### src/rtl/shell_word_tokenizer_unit_defines.svh
// Assertion macros shared by the tokenizer modules.
// Both sample on clk and stay quiet while rst_n is low.
`ifndef SHELL_WORD_TOKENIZER_UNIT_DEFINES_SVH
`define SHELL_WORD_TOKENIZER_UNIT_DEFINES_SVH

// Same-cycle implication.
`define SWT_ASSERT_NOW(lbl, ante, cons, msg) \
    lbl: assert property (@(posedge clk) disable iff (!rst_n) (ante) |-> (cons)) \
        else $error(msg);

// Next-cycle implication.
`define SWT_ASSERT_NEXT(lbl, ante, cons, msg) \
    lbl: assert property (@(posedge clk) disable iff (!rst_n) (ante) |=> (cons)) \
        else $error(msg);

`endif

### src/rtl/swt_pkg.sv
package swt_pkg;

    localparam logic [7:0] CH_SPACE  = 8'h20;
    localparam logic [7:0] CH_TAB    = 8'h09;
    localparam logic [7:0] CH_LF     = 8'h0A;
    localparam logic [7:0] CH_CR     = 8'h0D;
    localparam logic [7:0] CH_BSLASH = 8'h5C;
    localparam logic [7:0] CH_SQUOTE = 8'h27;
    localparam logic [7:0] CH_DQUOTE = 8'h22;
    localparam logic [7:0] CH_DOLLAR = 8'h24;
    localparam logic [7:0] CH_LOW_N  = 8'h6E;
    localparam logic [7:0] CH_LOW_T  = 8'h74;
    localparam logic [7:0] CH_LOW_R  = 8'h72;

    localparam int unsigned MAX_RES = 3;

    typedef enum logic [2:0] {
        M_PLAIN    = 3'd0,
        M_PLAIN_BS = 3'd1,
        M_DOLLAR   = 3'd2,
        M_SQ       = 3'd3,
        M_DQ       = 3'd4,
        M_DQ_BS    = 3'd5,
        M_AQ       = 3'd6,
        M_AQ_BS    = 3'd7
    } lex_mode_t;

    typedef struct packed {
        logic [7:0] out_byte;
        logic       byte_valid;
        logic       word_end;
    } result_t;

    // All results of one item, slot 0 first.
    typedef struct packed {
        result_t [MAX_RES-1:0] res;
        logic [1:0]            cnt;
    } lex_out_t;

    // Outcome of one byte in plain mode.
    typedef struct packed {
        logic      emit;
        result_t   res;
        lex_mode_t mode;
        logic      word_open;
    } plain_step_t;

    function automatic result_t mk_byte(input logic [7:0] c);
        result_t r;
        r.out_byte   = c;
        r.byte_valid = 1'b1;
        r.word_end   = 1'b0;
        return r;
    endfunction

    function automatic result_t mk_word_end();
        result_t r;
        r.out_byte   = 8'h00;
        r.byte_valid = 1'b0;
        r.word_end   = 1'b1;
        return r;
    endfunction

    function automatic logic is_space(input logic [7:0] c);
        return (c == CH_SPACE) || (c == CH_TAB) || (c == CH_LF) || (c == CH_CR);
    endfunction

    function automatic plain_step_t plain_step(input logic [7:0] c, input logic wo);
        plain_step_t p;
        p.emit      = 1'b0;
        p.res       = mk_byte(c);
        p.mode      = M_PLAIN;
        p.word_open = wo;
        if (is_space(c)) begin
            if (wo) begin
                p.emit      = 1'b1;
                p.res       = mk_word_end();
                p.word_open = 1'b0;
            end
        end else if (c == CH_BSLASH) begin
            p.mode = M_PLAIN_BS;
        end else if (c == CH_SQUOTE) begin
            p.mode      = M_SQ;
            p.word_open = 1'b1;
        end else if (c == CH_DQUOTE) begin
            p.mode      = M_DQ;
            p.word_open = 1'b1;
        end else if (c == CH_DOLLAR) begin
            p.mode = M_DOLLAR;
        end else begin
            p.emit      = 1'b1;
            p.word_open = 1'b1;
        end
        return p;
    endfunction

endpackage

### src/rtl/swt_lexer.sv
`include "shell_word_tokenizer_unit_defines.svh"

module swt_lexer import swt_pkg::*;
(
    input  logic       clk,
    input  logic       rst_n,
    input  logic       step,
    input  logic [7:0] in_byte,
    input  logic       has_byte,
    input  logic       end_of_line,
    output lex_out_t   lx
);

    lex_mode_t mode_reg, mode_next;
    logic      word_open_reg, word_open_next;

    always_comb begin
        lex_mode_t             m;
        logic                  wo;
        logic [1:0]            k;
        result_t [MAX_RES-1:0] res;
        plain_step_t           pa;
        logic [7:0]            c;

        m   = mode_reg;
        wo  = word_open_reg;
        k   = 2'd0;
        res = '0;
        pa  = '0;
        c   = in_byte;

        if (has_byte) begin
            unique case (m)
                M_PLAIN: begin
                    pa = plain_step(c, wo);
                    m  = pa.mode;
                    wo = pa.word_open;
                    if (pa.emit) begin
                        res[k] = pa.res;
                        k      = k + 2'd1;
                    end
                end
                M_PLAIN_BS: begin
                    m = M_PLAIN;
                    // drop backslash-newline as a line join
                    if (c != CH_LF && c != CH_CR) begin
                        res[k] = mk_byte(c);
                        k      = k + 2'd1;
                        wo     = 1'b1;
                    end
                end
                M_DOLLAR: begin
                    if (c == CH_SQUOTE) begin
                        m  = M_AQ;
                        wo = 1'b1;
                    end else begin
                        res[k] = mk_byte(CH_DOLLAR);
                        k      = k + 2'd1;
                        pa     = plain_step(c, 1'b1);
                        m      = pa.mode;
                        wo     = pa.word_open;
                        if (pa.emit) begin
                            res[k] = pa.res;
                            k      = k + 2'd1;
                        end
                    end
                end
                M_SQ: begin
                    if (c == CH_SQUOTE) begin
                        m = M_PLAIN;
                    end else begin
                        res[k] = mk_byte(c);
                        k      = k + 2'd1;
                        wo     = 1'b1;
                    end
                end
                M_DQ: begin
                    if (c == CH_DQUOTE) begin
                        m = M_PLAIN;
                    end else if (c == CH_BSLASH) begin
                        m = M_DQ_BS;
                    end else begin
                        res[k] = mk_byte(c);
                        k      = k + 2'd1;
                        wo     = 1'b1;
                    end
                end
                M_DQ_BS: begin
                    m      = M_DQ;
                    res[k] = mk_byte(c);
                    k      = k + 2'd1;
                    wo     = 1'b1;
                end
                M_AQ: begin
                    if (c == CH_SQUOTE) begin
                        m = M_PLAIN;
                    end else if (c == CH_BSLASH) begin
                        m = M_AQ_BS;
                    end else begin
                        res[k] = mk_byte(c);
                        k      = k + 2'd1;
                        wo     = 1'b1;
                    end
                end
                M_AQ_BS: begin
                    m = M_AQ;
                    if (c == CH_LOW_N) begin
                        c = CH_LF;
                    end else if (c == CH_LOW_T) begin
                        c = CH_TAB;
                    end else if (c == CH_LOW_R) begin
                        c = CH_CR;
                    end
                    res[k] = mk_byte(c);
                    k      = k + 2'd1;
                    wo     = 1'b1;
                end
            endcase
        end

        if (end_of_line) begin
            // emit a pending '$' or in-quote backslash, then close the word
            if (m == M_DOLLAR) begin
                if (k != 2'd3) begin
                    res[k] = mk_byte(CH_DOLLAR);
                    k      = k + 2'd1;
                end
                wo = 1'b1;
            end else if (m == M_DQ_BS || m == M_AQ_BS) begin
                if (k != 2'd3) begin
                    res[k] = mk_byte(CH_BSLASH);
                    k      = k + 2'd1;
                end
                wo = 1'b1;
            end
            if (wo && k != 2'd3) begin
                res[k] = mk_word_end();
                k      = k + 2'd1;
            end
            m  = M_PLAIN;
            wo = 1'b0;
        end

        lx.res         = res;
        lx.cnt         = k;
        mode_next      = step ? m  : mode_reg;
        word_open_next = step ? wo : word_open_reg;
    end

    always_ff @(posedge clk or negedge rst_n)
    begin
        if (!rst_n)
        begin
            mode_reg      <= M_PLAIN;
            word_open_reg <= 1'b0;
        end
        else
        begin
            mode_reg      <= mode_next;
            word_open_reg <= word_open_next;
        end
    end

    `SWT_ASSERT_NEXT(a_eol_resets_mode, step && end_of_line, mode_reg == M_PLAIN && !word_open_reg, "end of line left lexer state open")
    `SWT_ASSERT_NOW(a_empty_item_silent, step && !has_byte && !end_of_line, lx.cnt == 2'd0, "empty item produced results")
    `SWT_ASSERT_NOW(a_word_end_no_byte, lx.res[0].word_end, !lx.res[0].byte_valid, "word end result carries a byte")

endmodule

### src/rtl/swt_result_buf.sv
`include "shell_word_tokenizer_unit_defines.svh"

module swt_result_buf import swt_pkg::*;
(
    input  logic       clk,
    input  logic       rst_n,
    input  logic       load,
    input  lex_out_t   lx,
    output logic       buf_free,
    output logic       out_valid,
    input  logic       out_stall,
    output logic [7:0] out_byte,
    output logic       byte_valid,
    output logic       word_end,
    output logic       run_last
);

    result_t [MAX_RES-1:0] res_reg, res_next;
    logic [1:0]            cnt_reg, cnt_next;
    logic [1:0]            idx_reg, idx_next;
    logic                  valid_reg, valid_next;
    logic                  take, last_take;
    result_t               cur;

    assign cur        = res_reg[idx_reg];
    assign out_valid  = valid_reg;
    assign out_byte   = cur.out_byte;
    assign byte_valid = cur.byte_valid;
    assign word_end   = cur.word_end;
    assign run_last   = (idx_reg == cnt_reg - 2'd1);

    assign take      = valid_reg && !out_stall;
    assign last_take = take && run_last;
    assign buf_free  = !valid_reg || last_take;

    always_comb begin
        res_next   = res_reg;
        cnt_next   = cnt_reg;
        idx_next   = idx_reg;
        valid_next = valid_reg;
        if (load) begin
            res_next   = lx.res;
            cnt_next   = lx.cnt;
            idx_next   = 2'd0;
            valid_next = 1'b1;
        end else if (last_take) begin
            valid_next = 1'b0;
        end else if (take) begin
            idx_next = idx_reg + 2'd1;
        end
    end

    always_ff @(posedge clk or negedge rst_n)
    begin
        if (!rst_n)
        begin
            valid_reg <= 1'b0;
            cnt_reg   <= 2'd0;
            idx_reg   <= 2'd0;
        end
        else
        begin
            valid_reg <= valid_next;
            cnt_reg   <= cnt_next;
            idx_reg   <= idx_next;
        end
    end

    always_ff @(posedge clk)
    begin
        res_reg <= res_next;
    end

    `SWT_ASSERT_NOW(a_idx_in_range, valid_reg, idx_reg < cnt_reg, "result index past count")
    `SWT_ASSERT_NOW(a_nonempty, valid_reg, cnt_reg != 2'd0, "buffer holds an empty item")
    `SWT_ASSERT_NEXT(a_load_starts, load, valid_reg && idx_reg == 2'd0, "load did not restart the run")

endmodule

### src/rtl/shell_word_tokenizer_unit.sv
// Channel  | Signals                                        | Direction
// ---------+------------------------------------------------+----------
// input    | in_valid, in_stall, in_byte, has_byte,          | in
//          | end_of_line                                    |
// output   | out_valid, out_stall, out_byte, byte_valid,     | out
//          | word_end, run_last                             |
//
// One input item per cycle when it yields at most one result and out_stall is low; an
// item with more results holds back the next one while the result buffer hands them out.
// Path: input register, combinational lexer logic, registered result buffer, which
// drives the results. Items with no result retire from the input register without the buffer.
// Reset is asynchronous and returns the lexer to plain mode with no open word.
// out_stall backs up into in_stall only once the input register holds an item.
module shell_word_tokenizer_unit import swt_pkg::*;
(
    input  logic       clk,
    input  logic       rst_n,
    input  logic       in_valid,
    output logic       in_stall,
    input  logic [7:0] in_byte,
    input  logic       has_byte,
    input  logic       end_of_line,
    output logic       out_valid,
    input  logic       out_stall,
    output logic [7:0] out_byte,
    output logic       byte_valid,
    output logic       word_end,
    output logic       run_last
);

    logic       in_valid_reg, in_valid_next;
    logic [7:0] in_byte_reg;
    logic       has_byte_reg;
    logic       eol_reg;
    logic       accept, advance, load, buf_free;
    lex_out_t   lx;

    // advance the held item when its results fit, or when it has none
    assign advance  = in_valid_reg && (lx.cnt == 2'd0 || buf_free);
    assign load     = advance && lx.cnt != 2'd0;
    assign in_stall = in_valid_reg && !advance;
    assign accept   = in_valid && !in_stall;

    always_comb begin
        in_valid_next = in_valid_reg;
        if (accept) begin
            in_valid_next = 1'b1;
        end else if (advance) begin
            in_valid_next = 1'b0;
        end
    end

    always_ff @(posedge clk or negedge rst_n)
    begin
        if (!rst_n)
        begin
            in_valid_reg <= 1'b0;
        end
        else
        begin
            in_valid_reg <= in_valid_next;
        end
    end

    always_ff @(posedge clk)
    begin
        if (accept)
        begin
            in_byte_reg  <= in_byte;
            has_byte_reg <= has_byte;
            eol_reg      <= end_of_line;
        end
    end

    swt_lexer u_lexer (
        .clk         (clk),
        .rst_n       (rst_n),
        .step        (advance),
        .in_byte     (in_byte_reg),
        .has_byte    (has_byte_reg),
        .end_of_line (eol_reg),
        .lx          (lx)
    );

    swt_result_buf u_result_buf (
        .clk        (clk),
        .rst_n      (rst_n),
        .load       (load),
        .lx         (lx),
        .buf_free   (buf_free),
        .out_valid  (out_valid),
        .out_stall  (out_stall),
        .out_byte   (out_byte),
        .byte_valid (byte_valid),
        .word_end   (word_end),
        .run_last   (run_last)
    );

endmodule

### config.mk
export PLATFORM = sky130hd
export DESIGN_NAME = shell_word_tokenizer_unit
export DESIGN_NICKNAME = d
export VERILOG_FILES = /design/src/rtl/swt_pkg.sv /design/src/rtl/swt_lexer.sv /design/src/rtl/swt_result_buf.sv /design/src/rtl/shell_word_tokenizer_unit.sv
export VERILOG_INCLUDE_DIRS = /design/src /design/src/rtl
export SDC_FILE = /design/constraint.sdc
export NUM_CORES = 1
export LEC_CHECK = 0
export ABC_AREA = 1
export BUFFER_PORTS_ARGS = -buffer_cell sky130_fd_sc_hd__buf_2
export CAP_MARGIN = 25
export CORE_MARGIN = 1
export CORE_UTILIZATION = 35
export CTS_BUF_LIST = sky130_fd_sc_hd__clkbuf_16
export DETAILED_ROUTE_END_ITERATION = 8
export PLACE_DENSITY = 0.48
export SYNTH_ARGS = -nofsm -noshare
export SYNTH_HDL_FRONTEND = slang
export SYNTH_HIERARCHICAL = 1
export SYNTH_SLANG_ARGS = --single-unit
### constraint.sdc
create_clock -name clk -period 5.9 [get_ports clk]
set_input_delay 1.475 -clock clk [delete_from_list [all_inputs] [get_ports clk]]
set_output_delay 1.475 -clock clk [all_outputs]
set_load 0.03 [all_outputs]
## Yosys cells after proc, flatten, opt, wreduce, memory -nomap -nowiden

Cells that the tools add are included.

| cells by class | value |
|---|---|
| reduce and logical (&&, ||, !) cells | 28 |
| order comparisons | 5 |
| multiplexer cells | 99 |
| add/subtract/negate cells | 4 |
| bitwise logic cells | 9 |
| equal/unequal tests | 27 |

Operator list:

| operator | number |
|---|---|
| $mux W30 | 6 |
| $mux W10 | 13 |
| $pmux W10 S8 | 1 |
| $mux W20 | 3 |
| $demux W10 S2 | 2 |
| $mux W1 | 36 |
| $mux W3 | 12 |
| $eq A8 B6 Y1 const B | 4 |
| $eq A8 B7 Y1 const B | 4 |
| $mux W2 | 15 |
| $and A27 B27 Y27 | 1 |
| $not A27 Y27 | 1 |
| $eq A8 B4 Y1 const B | 3 |
| $mux W8 | 3 |
| $pmux W3 S8 | 1 |
| $and A14 B21 Y21 | 1 |
| $not A21 Y21 | 1 |
| $bmux W10 S2 | 1 |
| $eq A3 B3 Y1 const B | 6 |
| $ne A8 B4 Y1 const B | 2 |
| $and A10 B15 Y15 | 1 |
| $not A15 Y15 | 1 |
| $or A10 B15 Y15 | 1 |
| $pmux W2 S7 | 1 |
| 21 further kinds | 52 |

| storage, ports and cells | value |
|---|---|
| bits of input ports | 14 |
| word-level logic and storage cells | 190 |
| output and inout bits | 13 |
| flip-flop bits (word level) | 50 |

## Depth between registers and ports, before layout

Gate-level depths: netlist of run 1.

| logic depth | value |
|---|---|
| depth after elaboration | 29 |
| depth in mapped cells | 27 |
| mapped depth without buffers | 27 |

## Cells and area by module

Netlist of run 1, hierarchy kept.

Modules (own cells, without submodules):

| module | seq. area each (um^2) | cells an instance | instances | area an instance (um^2) |
|---|---|---|---|---|
| swt_lexer | 100.1 | 317 | 1 | 1,676.6 |
| swt_result_buf | 1,026.0 | 110 | 1 | 1,387.6 |
| shell_word_tokenizer_unit | 325.3 | 25 | 1 | 394.1 |

## Worst setup path after synthesis of run 1

Ideal clock, no wire load.

| path | value |
|---|---|
| path type | reg-to-reg |
| start | register in_byte_reg[4] |
| end | register u_result_buf.idx_reg[0] |
| data required time | 5,781 ps |
| buffers on the path | 0 |
| stages on the path, launching flop included | 26 |
| arrival | 4,253 ps |
| period minus slack after synthesis | 4,371 ps |
| setup time | 119 ps |
| slack | 1,529 ps |
| cells stage by stage | edfxtp_1 > inv_2 > nand2_1 > nor2_4 > nand2_4 > nand2_2 > nand2_1 > inv_1 > nand2_1 > o21bai_4 > nor2_8 > a21oi_2 > inv_1 > ha_1 > inv_1 > nand2_1 > nand2_1 > nand3_1 > nand2_1 > inv_1 > nand2_2 > inv_1 > nor3_2 > inv_1 > nand4_1 > nand2_1 |

RTL lines:

| what | RTL line | RTL |
|---|---|---|
| start, declared | shell_word_tokenizer_unit.sv:32 | `logic [7:0] in_byte_reg;` |
| start signal, assigned | shell_word_tokenizer_unit.sv:69 | `in_byte_reg <= in_byte;` |
| end signal, assigned | swt_result_buf.sv:65 | `idx_reg <= idx_next;` |
| end, declared | swt_result_buf.sv:20 | `logic [1:0] idx_reg, idx_next;` |

==> impl_metrics.tcl, run 1 <==
set metrics [dict create \
    io_buffers 26 \
    final_layout_size_suffix_gt1_share_pct 19.2 \
    regArea_um2 1450 \
    diodes 0 \
    worst_slew_pin_slew_ns 0.666 \
    maxSlewHeadroom_pct 55.5 \
    syn_area_per_cell_um2 7.65 \
    power_mw 2.12 \
    maxSlewViolCount 0 \
    final_nets 492 \
    min_to "u_result_buf/out_valid" \
    gp_congestion 0.896 \
    worstHoldPathCells 2 \
    outcome "complete, no violations" \
    drt_wl_total_um 8390 \
    grt_pass1_vias 2783 \
    async_reset_ff_share_pct 20.0 \
    dieArea_um2 10300 \
    synthMostInstantiatedCell "nand2_1" \
    hold_start "u_result_buf/out_valid" \
    rrSetupSlack_ns 1.99 \
    clk_latency_ns 0.29 \
    vdd_drop_max_mv 0.199 \
    post_cts_buffers 0 \
    rsz0062_at_grt "false" \
    clk_pin_slew_ns 0.07 \
    synth_ff_type "edfxtp_1" \
    drtIter0Drc 124 \
    core_area_um2 9420 \
    cts_max_level 2 \
    whs_ns 0.518 \
    syn_area_um2 3460 \
    fill_cells 993 \
    placed_cells 596 \
    synth.area.top_cells "edfxtp_1 35%, nand2_1 12%, dfrtp_1 7.2%" \
    final_antenna_net_count 0 \
    grt_pass1_wl_um 14000 \
    worst_r2r_endpoint "u_result_buf/idx_reg[0]" \
    cts_tree "built" \
    path_max_fanout 10 \
    dr.pass1.iters 4 \
    synthToLayoutAreaGrowth_pct 10.6 \
    cts-hold-fix-buffers 0 \
    post-route-period-util_pct 84.3 \
    drc 0 \
    p_leak_nw 1.81 \
    antenna_found_initial 0 \
    numCtsBuffers 5 \
    synth.largest_area_cell "edfxtp_1" \
    ios 27 \
    initial_core_util_pct 36.7 \
    largest_reg_flops 30 \
    final_area_um2 3830 \
    post_drt_wl_per_cell_um 13.9 \
    cap_violations 0 \
    synth_commonest_cells "115 x nand2_1, 59 x nor2_1, 46 x inv_1" \
    skew_ns 0.00667 \
    die_h_um 101 \
    hold_viol_final 0 \
    max_freq_ghz 0.201 \
    syn_inst 452 \
    synth-seq-cells 50 \
    ff2ff_path_depth 26 \
    cellPowerDensity_nw_per_um2 555 \
    holdCritPathClass "flop to flop" \
    grtUsageTotal_pct 17.7 \
    crit_type "flop to primary output" \
    clockBufferDepth 2 \
    root_buffer "clkbuf_16" \
    crit-reg2reg-launch "in_byte_reg[4]" \
    cp-start-kind "flop" \
    die_x_um 101 \
    synth-edff-count 40 \
    vias 2932 \
    worstPathArrival_ns 3.50 \
    yosys.area.top_type_share_pct 34.7 \
    finalNonFillerCells 604 \
    final.min_clock_period_ns 4.98 \
    required_ns 4.43 \
    clkSinkCount 50 \
    grt_max_degree 37 \
    rows 35 \
    vias_per_cell 4.85 \
    multi_input_area_um2 1680 \
    hpwl_um 6530 \
    grt_overflow 0 \
    synth_seq_area_share_pct 42.0 \
    crit_path_end_kind "primary output" \
    setup_tns_ns 0 \
    ctsResizeCount 0 \
    setup_viol 0 \
    yosys.cell_types.count 38 \
    placed_area_um2 3660 \
    ys_warn_count 6 \
]
placed cells by master, fill, tap and decap left out, drive strengths merged:
| cell type | n |
|---|---|
| o21ai | 34 |
| nor3 | 4 |
| nand3b | 1 |
| a31oi | 5 |
| nand4 | 6 |
| a21oi | 11 |
| buf | 27 |
| clkbuf | 5 |
| o21bai | 1 |
| o22ai | 5 |
| o211ai | 2 |
| nand3 | 40 |
| xor2 | 1 |
| bufinv | 1 |
| conb | 9 |
| nor4 | 1 |
| clkinv | 1 |
| a211oi | 1 |
| inv | 61 |
| nand2 | 133 |
| edfxtp | 40 |
| ha | 4 |
| o31ai | 1 |
| dfrtp | 10 |
| nor2 | 70 |
| o311ai | 1 |
metal layers:
layer	GRT usage, %	vias to the layer above	part of all wire, %
li1	-	1501	-
met1	23.6	1338	49
met2	29.5	85	46
met3	3.24	8	3.7
met4	4.68	0	1.6
met5	0	-	0
cells by family after synthesis:
| family | count (synthesis) | synth area share, % |
|---|---|---|
| AND/OR/NAND/NOR | 255 | 35.2 |
| buffers and inverters | 80 | 10.4 |
| AO/OA/AOI/OAI | 61 | 10.6 |
| flip-flops | 50 | 42.0 |
| adder cells (fa/ha/maj) | 4 | 1.45 |
| XOR/XNOR | 1 | 0.253 |
| other | 1 | 0.108 |
report_power, final:
| group | internal [mW] | switching, mW |
|---|---|---|
| clock network | 0.200 | 0.133 |
| logic | 0.325 | 0.789 |
| registers | 0.577 | 0.0984 |
layout make-up:
type                            count  area share, %
Multi-Input combinational cell    330           44.0
Sequential cell                    50           37.9
Inverter                           60           5.89
Tap cell                          129           4.22
Timing Repair Buffer               27           3.60
Clock buffer                        5           3.27
Clock inverter                      3           1.11
how the worst max path moves through the flow:
stage                         startpoint                      end  slack (ns)  depth (start not counted)
final                     in_byte_reg[4]                 in_stall        0.92                         23
after global routing      in_byte_reg[4]                 in_stall        0.62                         23
after CTS                 in_byte_reg[4]                 in_stall        0.96                         23
after detailed placement  in_byte_reg[1]                 in_stall        1.30                         24
after global placement    in_byte_reg[4]                 in_stall        1.29                         23
after floorplan           in_byte_reg[4]  u_result_buf/idx_reg[0]        1.53                         25
critical path, cell delays in order (launching register included):
cell      delay (ns)
edfxtp_1        0.49
inv_2           0.09
nand2_1         0.10
nor2_4          0.23
nand2_4         0.14
nand2_2         0.11
nand2_1         0.08
inv_1           0.06
nand2_1         0.09
o21bai_4        0.24
nor2_8          0.08
a21oi_2         0.22
inv_1           0.10
ha_1            0.25
inv_1           0.14
nand2_1         0.09
nand2_1         0.07
nand3_1         0.07
nand2_1         0.10
inv_1           0.05
nand2_2         0.08
nand3_2         0.08
inv_1           0.05
buf_2           0.18
through the flow:
step                util [%]  worst slack, ns
finish                  40.6            0.925
global route            40.6            0.618
CTS                     40.6            0.963
detailed placement      38.9             1.30
global placement        38.9             1.29
floorplan                  -             1.53
(Power assumes the default switching activity.)
==> run 2: changes to the inputs <==
==> constraint.sdc (replaced) <==
create_clock -name clk -period 4.8 [get_ports clk]
set_input_delay 1.2 -clock clk [delete_from_list [all_inputs] [get_ports clk]]
set_output_delay 1.2 -clock clk [all_outputs]
set_load 0.03 [all_outputs]
==> impl_metrics.tcl, run 2 (synthesis results as in run 1) <==
set metrics [dict create \
    outcome "complete, no violations" \
    drtIter0Drc 157 \
    grt_overflow 0 \
    grt_pass1_wl_um 14000 \
    crit-reg2reg-launch "in_byte_reg[2]" \
    cts-hold-fix-buffers 0 \
    ios 27 \
    clk_pin_slew_ns 0.07 \
    die_x_um 101 \
    met1_length_um 4050 \
    cts_max_level 2 \
    clk_latency_ns 0.30 \
    root_buffer "clkbuf_16" \
    dieArea_um2 10300 \
    met3_length_um 264 \
    cp-start-kind "flop" \
    final_antenna_net_count 0 \
    rows 35 \
    clkPwrFrac_pct 14.2 \
    post-route-period-util_pct 94.5 \
    largest_reg_flops 30 \
    hold_viol_final 0 \
    io_buffers 26 \
    gp_congestion 0.922 \
    layout_common_cells "115 x nand2_1, 56 x nor2_1, 44 x inv_1" \
    grt_max_degree 37 \
    multi_input_area_um2 1700 \
    grtUsageTotal_pct 17.7 \
    holdCritPathClass "flop to flop" \
    max_freq_ghz 0.220 \
    switching_share_pct 48.5 \
    min_to "u_result_buf/out_valid" \
    hpwl_um 6530 \
    setup_viol 0 \
    dr.max_layer_used "met4" \
    p_int_mw 1.35 \
    clockBufferDepth 2 \
    clkSinkCount 50 \
    whs_ns 0.527 \
    numCtsBuffers 5 \
    grt_pass1_vias 2777 \
    power_mw 2.63 \
    diodes 0 \
    final_layout_size_suffix_gt1_share_pct 22.9 \
    worst_slew_pin_slew_ns 0.649 \
    maxSlewHeadroom_pct 56.7 \
    regArea_um2 1450 \
    worstPathArrival_ns 3.34 \
    seq_power_share_pct 31.3 \
    vdd_drop_max_mv 0.178 \
    dr.pass1.iters 5 \
    worstHoldPathCells 2 \
    post_drt_wl_per_cell_um 13.8 \
    wl_met2_um 3980 \
    crit_type "flop to primary output" \
    fill_cells 969 \
    cellPowerDensity_nw_per_um2 667 \
    maxSlewViolCount 0 \
    final.min_clock_period_ns 4.54 \
    skew_ns 0.00962 \
    initial_core_util_pct 36.7 \
    layout.cells.most_common "nand2_1" \
    antenna_found_initial 0 \
    ff2ff_path_depth 26 \
    setup_tns_ns 0 \
    crit_path_end_kind "primary output" \
    drc 0 \
    vias 2996 \
    path_max_fanout 10 \
    final_nets 507 \
    switchingPower_mw 1.28 \
    rrSetupSlack_ns 1.05 \
    required_ns 3.60 \
    cts_tree "built" \
    die_h_um 101 \
    worst_r2r_endpoint "u_result_buf/idx_reg[0]" \
    drt_wl_total_um 8520 \
    p_leak_nw 1.88 \
    hold_start "u_result_buf/out_valid" \
    synthToLayoutAreaGrowth_pct 14.0 \
    core_area_um2 9420 \
    combPwrFrac_pct 54.5 \
    cap_violations 0 \
    vias_per_cell 4.84 \
]
-- run 2: power by group through the flow --
stage	Sequential [mW]	Clock, mW	Combinational, mW
2_1_floorplan	0.786	0	1.10
3_3_place_gp	0.843	0	1.38
3_5_place_dp	0.843	0	1.37
4_1_cts	0.834	0.380	1.38
5_1_grt	0.845	0.400	1.61
6_report	0.823	0.373	1.43
-- run 2: timing repair --
action	4_1_cts	5_1_grt
buffers inserted	0	14
endpoints found under the setup margin	0	1
hold endpoints to repair	0	0
gates resized for setup	0	7
-- run 2: how the worst max path moves through the flow --
stage / from / endpoint / slack [ns] / cells after the start
floorplan: in_byte_reg[4] / u_result_buf/idx_reg[0] / 0.43 / 25
global placement: in_byte_reg[4] / in_stall / 0.47 / 23
detailed placement: in_byte_reg[4] / in_stall / 0.46 / 23
CTS: in_byte_reg[4] / in_stall / 0.12 / 23
global route: in_byte_reg[2] / in_stall / -0.02 / 23
finish: in_byte_reg[2] / in_stall / 0.26 / 23
-- run 2: cell type report --
| type | count | share of cell area (%) |
|---|---|---|
| clock buffers | 5 | 3.17 |
| clock inverters | 3 | 0.730 |
| flip-flops and latches | 50 | 36.8 |
| multi-input cells | 330 | 43.1 |
| well taps | 129 | 4.09 |
| repair buffers | 42 | 6.41 |
| inverters | 60 | 5.71 |
-- run 2: critical path: stages, from the launching register on --
cell	delay, ns
edfxtp_1	0.44
buf_4	0.16
nand2_1	0.10
nor2_4	0.15
nand2_4	0.12
nand2_2	0.11
nand2_1	0.09
inv_1	0.06
nand2_1	0.09
o21bai_4	0.23
nor2_8	0.08
a21oi_4	0.18
inv_1	0.10
ha_1	0.26
inv_2	0.10
nand2_1	0.08
nand2_1	0.07
nand3_1	0.07
nand2_1	0.10
inv_1	0.05
nand2_2	0.08
nand3_2	0.08
inv_1	0.06
clkbuf_4	0.17
-- run 2: layer usage --
layer | up-vias | track usage (%)
met5 | - | 0
met4 | 0 | 6.47
met3 | 19 | 2.55
met2 | 67 | 29.6
met1 | 1372 | 23.4
li1 | 1538 | -
-- run 2: metrics by stage --
| stage | util [%] | area (µm²) | setup slack (ns) | std cells |
|---|---|---|---|---|
| 3_5_place_dp | 38.9 | 3670 | 0.463 | 597 |
| 2_1_floorplan | - | 3490 | 0.429 | 460 |
| 4_1_cts | 40.6 | 3820 | 0.116 | 605 |
| 6_report | 41.9 | 3940 | 0.263 | 619 |
| 3_3_place_gp | 38.9 | 3670 | 0.468 | 597 |
| 5_1_grt | 41.9 | 3940 | -0.0217 | 619 |
